<file path="src/design/aes_ram.sv">
`timescale 1ns / 1ps
module aes_ram #(
    parameter int WIDTH = 32,
    parameter int DEPTH = 44
) (
    input  logic                     i_clk,
    input  logic                     i_we,
    input  logic [$clog2(DEPTH)-1:0] i_waddr,
    input  logic [WIDTH-1:0]         i_wdata,
    input  logic [$clog2(DEPTH)-1:0] i_raddr,
    output logic [WIDTH-1:0]         o_rdata
);
    logic [WIDTH-1:0] r_mem [DEPTH];
    logic [WIDTH-1:0] r_rdata;

    always_ff @(posedge i_clk) begin
        if (i_we) r_mem[i_waddr] <= i_wdata;
        r_rdata <= r_mem[i_raddr];
    end
    assign o_rdata = r_rdata;
endmodule
</file>
<file path="config.mk">
export PLATFORM = sky130hd
export DESIGN_NAME = aes_ram
export DESIGN_NICKNAME = d
export VERILOG_FILES = /design/src/design/aes_ram.sv
export SDC_FILE = /design/constraint.sdc
export NUM_CORES = 1
export LEC_CHECK = 0
export BUFFER_PORTS_ARGS = -buffer_cell sky130_fd_sc_hd__clkbuf_2
export CORE_MARGIN = 2
export CORE_UTILIZATION = 55
export CTS_CLUSTER_DIAMETER = 120
export CTS_CLUSTER_SIZE = 14
export DETAILED_ROUTE_END_ITERATION = 16
export MAX_ROUTING_LAYER = met4
export PLACE_DENSITY = 0.68
export SLEW_MARGIN = 0
export SYNTH_ARGS = -nofsm -noshare
export SYNTH_HDL_FRONTEND = slang
export SYNTH_SLANG_ARGS = --single-unit
</file>
<file path="constraint.sdc">
create_clock -name i_clk -period 5.2 [get_ports i_clk]
set_input_delay 0 -clock i_clk [delete_from_list [all_inputs] [get_ports i_clk]]
set_output_delay 0 -clock i_clk [all_outputs]
set_load 0.03 [all_outputs]
</file>
==> results of run 1 <==
[placed cells by master, fill, tap and decap left out, types with 40 or more instances in the layout]
| master | synthesis | routed |
|---|---|---|
| clkbuf_2 | 0 | 72 |
| a21oi_1 | 74 | 74 |
| nor2_4 | 0 | 40 |
| clkbuf_1 | 74 | 91 |
| edfxtp_1 | 1408 | 1408 |
| buf_4 | 14 | 70 |
| mux2i_1 | 128 | 128 |
| mux4_2 | 288 | 288 |
| a22oi_1 | 64 | 64 |
| clkbuf_16 | 0 | 114 |
| nand2_1 | 62 | 62 |
[metal layers]
layer  global-route usage [%]  vias to the layer above  wire length, um
li1                         -                    10700                -
met1                     38.8                    14200            54400
met2                     41.8                     1356            63700
met3                     5.06                      213            12200
met4                     6.30                        0             2880
met5                        -                        -                0
[path summary, 6_finish.rpt]
kind / cells after the start / endpoint / slack [ps]
worst max-delay path: 9 / o_rdata[13] / 2430
worst min-delay path: 1 / r_mem[38][1] / 50
worst max register to register: 5 / o_rdata[13] / 3240
worst min register to register: 5 / o_rdata[8] / 820
[power by group]
group / internal (mW) / switching, mW
registers: 12.8 / 0.0575
clock network: 4.13 / 3.79
logic: 0.400 / 0.754
[cells by family (layout without fill, tap and decap cells)]
group / count (synthesis) / count (layout)
AOI/OAI and AO/OA: 288 / 288
buffers and inverters: 145 / 364
DFF: 1440 / 1440
muxes: 480 / 480
and+or+nand+nor: 147 / 147
[sequential cells by signal (all words and copies together), names as in the netlist]
name     cells
r_mem     1408
o_rdata     32
[critical path, stage by stage]
cell,delay (ps)
dlygate4sd3_1,530
buf_4,510
buf_4,700
nor2b_4,270
buf_4,330
a22oi_1,230
a21oi_1,100
a21oi_1,310
o21ai_1,260
[through the flow]
step	cell area (sq um)	hold WS, ps
after floorplan	54600	98.9
after global placement	56900	452
after detailed placement	56900	449
after CTS	60200	4.66
after global routing	60200	76.1
final	60200	46.0
[cell type report]
| class | count | area, sq um |
|---|---|---|
| clock inverters | 3 | 33.8 |
| multi-input cells | 915 | 11300 |
| well taps | 1287 | 1610 |
| repair buffers | 154 | 1080 |
| inverters | 1 | 3.75 |
| flip-flops and latches | 1440 | 42900 |
| fillers | 6815 | 38300 |
| clock buffers | 206 | 3210 |
==> impl_metrics.env, run 1 <==
export IMPL_synthArstFlopShare_pct=0
export IMPL_grt_start_max_net_pins=87
export IMPL_io_buffers=77
export IMPL_rsz0062_at_grt="no"
export IMPL_synth_xor_area_share_pct=0
export IMPL_ir_drop_uv=266
export IMPL_p_per_area_nw_per_um2=365
export IMPL_cts_hold_buf=2
export IMPL_synth_most_common_cell="edfxtp_1"
export IMPL_h_tree_depth=3
export IMPL_synth_adder_area_share_pct=0
export IMPL_synth_area_sq_um=54600
export IMPL_syn_num_nets=2546
export IMPL_stdcell_count=4006
export IMPL_worst_pin_slew_ps=1200
export IMPL_initial_core_util_pct=55.4
export IMPL_ys_seq_area_share_pct=78.7
export IMPL_fin_ws_ps=2430
export IMPL_skew_ps=21.1
export IMPL_synth_compound_area_share_pct=3.38
export IMPL_dieArea_sq_um=102000
export IMPL_place_gp_congestion=0.792
export IMPL_yosys_warnings=0
export IMPL_ant_nets=0
export IMPL_wl_um=133000
export IMPL_route_vias_total=26500
export IMPL_clock_sinks=1440
export IMPL_insertion_delay_ps=690
export IMPL_place_inst=3795
export IMPL_synth_cell_type_count=33
export IMPL_core_sq_um=98400
export IMPL_synthCells=2500
export IMPL_maxSlewViolCount=0
export IMPL_cts_tree="yes"
export IMPL_setup_tns_ps=0
export IMPL_via_per_inst=6.62
export IMPL_post_cts_buffers=0
export IMPL_fmax_mhz=361
export IMPL_setup_violations=0
export IMPL_hold_start="i_wdata[1]"
export IMPL_die_w_um=319
export IMPL_nNetsFinal=2670
export IMPL_wl_per_cell_um=33.2
export IMPL_crit_type="input pin to register"
export IMPL_dp_slack_ps=2110
export IMPL_hp_class="input pin to register"
export IMPL_synth_common_cells="edfxtp_1, mux4_2, mux2i_1"
export IMPL_ys_flop_type="edfxtp_1"
export IMPL_drive_above_1_share_pct=23.4
export IMPL_io_pins=78
export IMPL_antenna_found_initial=0
export IMPL_leakage_nw=18.8
export IMPL_synth_edf_count=1408
export IMPL_dp_hpwl_um=72300
export IMPL_cp_required_ps=5710
export IMPL_drt_iter0_drc=3893
export IMPL_drv_cap=0
export IMPL_period_share_pct=53.3
export IMPL_synth_top_family_by_area="multiplexers"
export IMPL_crit_arrival_ps=3280
export IMPL_synth_mux_area_fraction_pct=15.6
export IMPL_yosys_area_share_simple_pct=1.14
export IMPL_crit_fanout=52
export IMPL_syn2layout_area_growth_pct=10.3
export IMPL_worstSetupStartpointType="input pin"
export IMPL_grt_pass1_wl_um=191000
export IMPL_critPathLaunch="i_raddr[3]"
export IMPL_cts_buffers=112
export IMPL_synth_top_cell_by_area="edfxtp_1"
export IMPL_dieHeight_um=319
export IMPL_synthTopCellsByArea="edfxtp_1, mux4_2, mux2i_1, dfxtp_1, a22oi_1"
export IMPL_hold_viol=0
export IMPL_drt_pass1_iter_count=5
export IMPL_grt_pass1_vias=26500
export IMPL_slew_headroom_pct=20.0
export IMPL_drc=0
export IMPL_cts_buffer_depth=3
export IMPL_core_rowCount=115
export IMPL_reg2reg_from="r_mem[39][13]"
export IMPL_path_clk_slew_ps=70
export IMPL_grt_overflow=0
export IMPL_root_buffer="clkbuf_16"
export IMPL_syn_avg_cell_area_sq_um=21.8
export IMPL_grt_usage_pct=27.3
export IMPL_critPathCaptureType="register"
export IMPL_ys_ff_latch=1440
export IMPL_min_period_ps=2770
export IMPL_final_core_util_pct=61.1
export IMPL_yosysTopAreaCellShare_pct=77.5
export IMPL_status="completed"
export IMPL_cts_resized_gates=0
export IMPL_n_antenna_cell=0
export IMPL_finalPower_mw=22.0
Note: power is estimated with default switching activity, not from simulation.
==> run 2: changes to the inputs <==
--- a/config.mk
+++ b/config.mk
@@ -5,6 +5,7 @@
 export SDC_FILE = /design/constraint.sdc
 export NUM_CORES = 1
 export LEC_CHECK = 0
+export ABC_AREA = 1
 export BUFFER_PORTS_ARGS = -buffer_cell sky130_fd_sc_hd__clkbuf_2
 export CORE_MARGIN = 2
 export CORE_UTILIZATION = 55
@@ -12,7 +13,7 @@
 export CTS_CLUSTER_SIZE = 14
 export DETAILED_ROUTE_END_ITERATION = 16
 export MAX_ROUTING_LAYER = met4
-export PLACE_DENSITY = 0.68
+export PLACE_DENSITY = 0.71
 export SLEW_MARGIN = 0
 export SYNTH_ARGS = -nofsm -noshare
 export SYNTH_HDL_FRONTEND = slang
==> constraint.sdc (replaced) <==
create_clock -name i_clk -period 2.3 [get_ports i_clk]
set_input_delay 0 -clock i_clk [delete_from_list [all_inputs] [get_ports i_clk]]
set_output_delay 0 -clock i_clk [all_outputs]
set_load 0.03 [all_outputs]
==> run 2 against run 1 <==
  * Sequential power grew 130%
  * Setup slack got worse by 2100 ps
  * Sequential share of layout area is 3.6 points lower
  * Synthesized cell count grew 87%
  * Cell count rose by 54%
  * Routed wire length up 11%
  * Clock skew barely moved
  * Sequential cell count unchanged
  * Area after synthesis grew 4.8%
  * Critical endpoint is now o_rdata[1]
==> impl_metrics.env, run 2 <==
export IMPL_root_buffer="clkbuf_16"
export IMPL_final_core_util_pct=61.4
export IMPL_synth_mux_area_fraction_pct=0
export IMPL_synth_common_cells="nand2_1, edfxtp_1, nand3_1"
export IMPL_grt_usage_pct=28.2
export IMPL_insertion_delay_ps=690
export IMPL_initial_core_util_pct=55.3
export IMPL_synth_most_common_cell="nand2_1"
export IMPL_syn2layout_area_growth_pct=10.9
export IMPL_regMostFlops="r_mem"
export IMPL_path_clk_slew_ps=60
export IMPL_worst_pin_slew_ps=1030
export IMPL_crit_arrival_ps=2570
export IMPL_drt_iter0_drc=4877
export IMPL_setup_violations=0
export IMPL_ys_ff_latch=1440
export IMPL_cp_required_ps=2910
export IMPL_ys_seq_area_share_pct=75.1
export IMPL_io_pins=78
export IMPL_fmax_mhz=510
export IMPL_place_gp_congestion=0.853
export IMPL_route_vias_total=37300
export IMPL_cp_top_family="buffers and inverters"
export IMPL_hold_start="i_raddr[2]"
export IMPL_cp_num_buf_inv=5
export IMPL_final_cell_mix="nand2_1, edfxtp_1, nand3_1"
export IMPL_drc=0
export IMPL_hp_class="input pin to register"
export IMPL_die_w_um=326
export IMPL_wl_um=147000
export IMPL_core_rowCount=118
export IMPL_multiInputGateArea_sq_um=12900
export IMPL_clock_sinks=1440
export IMPL_cts_tree="yes"
export IMPL_fill_cells=7755
export IMPL_crit_fanout=29
export IMPL_synth_cell_type_count=20
export IMPL_grt_start_max_net_pins=125
export IMPL_leakage_nw=22.1
export IMPL_min_period_ps=1960
export IMPL_synth_compound_area_share_pct=2.48
export IMPL_synth_top_cell_by_area="edfxtp_1"
export IMPL_synthArstFlopShare_pct=0
export IMPL_grt_pass1_vias=35300
export IMPL_synthTopCellsByArea="edfxtp_1, nand2_1, nand3_1, o21ai_0, nor2_1"
export IMPL_period_share_pct=85.3
export IMPL_worstSetupStartpointType="input pin"
export IMPL_syn_num_nets=4716
export IMPL_yosys_area_share_simple_pct=19.4
export IMPL_cpMaxStageDelayCell="dlygate4sd3_1"
export IMPL_h_tree_depth=3
export IMPL_design_area_sq_um=63400
export IMPL_io_buffers=77
export IMPL_hold_viol=0
export IMPL_dp_hpwl_um=80000
export IMPL_synth_top_family_by_area="simple AND/OR/NAND/NOR gates"
export IMPL_slew_headroom_pct=31.1
export IMPL_drt_pass1_iter_count=6
export IMPL_synthCells=4670
export IMPL_status="completed"
export IMPL_dieHeight_um=326
export IMPL_nNetsFinal=4752
export IMPL_layout_commonest_cell="nand2_1"
export IMPL_p_per_area_nw_per_um2=799
export IMPL_largest_reg_flops=1408
export IMPL_placed_area_sq_um=60100
export IMPL_synth_xor_area_share_pct=0
export IMPL_yosys_warnings=0
export IMPL_grt_pass1_wl_um=219000
export IMPL_core_sq_um=103000
export IMPL_syn_avg_cell_area_sq_um=12.2
export IMPL_cts_buffers=112
export IMPL_synth_edf_count=1408
export IMPL_cpPeakStageDelay_ps=580
export IMPL_via_per_inst=6.03
export IMPL_skew_ps=21.0
export IMPL_crit_path_frequent_cell="buf_4"
export IMPL_cts_buffer_depth=3
export IMPL_crit_chain="dlygate4sd3_1 > buf_8 > inv_8 > buf_4 > buf_4 > o21ai_0 > o221ai_1 > nand3_1 > nand2_1"
export IMPL_drv_cap=0
export IMPL_reg2reg_from="r_mem[19][17]"
export IMPL_drive_above_1_share_pct=8.10
export IMPL_regArea_sq_um=42900
export IMPL_antenna_found_initial=11
export IMPL_critPathCaptureType="register"
export IMPL_crit_type="input pin to register"
export IMPL_dieArea_sq_um=107000
export IMPL_synth_area_sq_um=57200
export IMPL_rsz0062_at_grt="no"
export IMPL_synth_adder_area_share_pct=0
export IMPL_post_cts_buffers=0
export IMPL_maxSlewViolCount=0
export IMPL_grt_overflow=0
export IMPL_ys_flop_type="edfxtp_1"
export IMPL_yosysTopAreaCellShare_pct=74.0
export IMPL_wl_per_cell_um=23.8
export IMPL_ir_drop_uv=718
export IMPL_ant_nets=0
export IMPL_critPathLaunch="i_raddr[1]"
-- run 2: changes by cell type in the layout (fill, tap and decap cells not counted), moves of 25 or more --
cell,delta
mux2_1,-39
nand3_1,+965
o221ai_1,+32
o21ai_0,+139
mux4_2,-288
a221oi_1,-32
a22oi_1,-64
a21oi_1,-74
nand2_1,+1380
nor2_1,+157
mux2_2,-25
inv_1,+35
buf_12,+64
mux2i_1,-128
-- run 2: timing repair --
action | 4_1_cts | 5_1_grt
endpoints found under the hold margin | 18 | 0
hold buffers | 4 | 0
resized for setup | 0 | 0
-- run 2: power by group --
| part | internal, mW | switching (mW) | total (mW) | leakage [nW] |
|---|---|---|---|---|
| Clock | 9.46 | 8.63 | 18.1 | 1.55 |
| Combinational | 0.877 | 2.52 | 3.40 | 7.64 |
| Sequential | 29.0 | 0.142 | 29.2 | 12.9 |
| Total | 39.4 | 11.3 | 50.7 | 22.1 |
-- run 2: worst reg2reg max path: stages (launching register included) --
cell and delay (ps):
edfxtp_1 350, nand2_1 70, nand3_1 80, nand3_1 120, nand2_1 60, nand2_1 60, nand3_1 260, nand3_1 340
nand2_1 80
-- run 2: metrics by stage --
step	setup WS, ps	hold WS, ps	TNS [ps]	instances	total power, mW
floorplan	-759	98.9	-48600	4670	31.6
global placement	267	442	0	5968	33.0
detailed placement	260	443	0	5968	33.1
CTS	475	31.2	0	6181	50.8
global route	334	130	0	6188	52.1
finish	338	68.2	0	6188	50.7
-- run 2: kinds of logic after synthesis --
family / Yosys count
and+or+nand+nor: 2634
DFF: 1440
buffers and inverters: 344
AOI/OAI and AO/OA: 252
-- run 2: worst paths after layout --
check                                   end  slack, ps  cells past startpoint
worst max-delay path             o_rdata[1]        340                      9
worst min-delay path             o_rdata[9]         70                      7
worst max register to register  o_rdata[17]        740                      8
worst min register to register   o_rdata[8]        720                      4
-- run 2: cell type report --
type,instances,area share (%)
Antenna cell,7,0.0276
Multi-Input combinational cell,2886,20.3
Tap cell,1380,2.72
Sequential cell,1440,67.7
Clock buffer,207,5.13
Inverter,40,0.272
Timing Repair Buffer,226,3.84
Clock inverter,2,0.0395
-- run 2: routing by layer --
metal / share of wire, % / GRT usage, %
met1: 39 / 38.8
met2: 47 / 43.9
met3: 11 / 4.54
met4: 2.6 / 8.62
met5: 0 / -
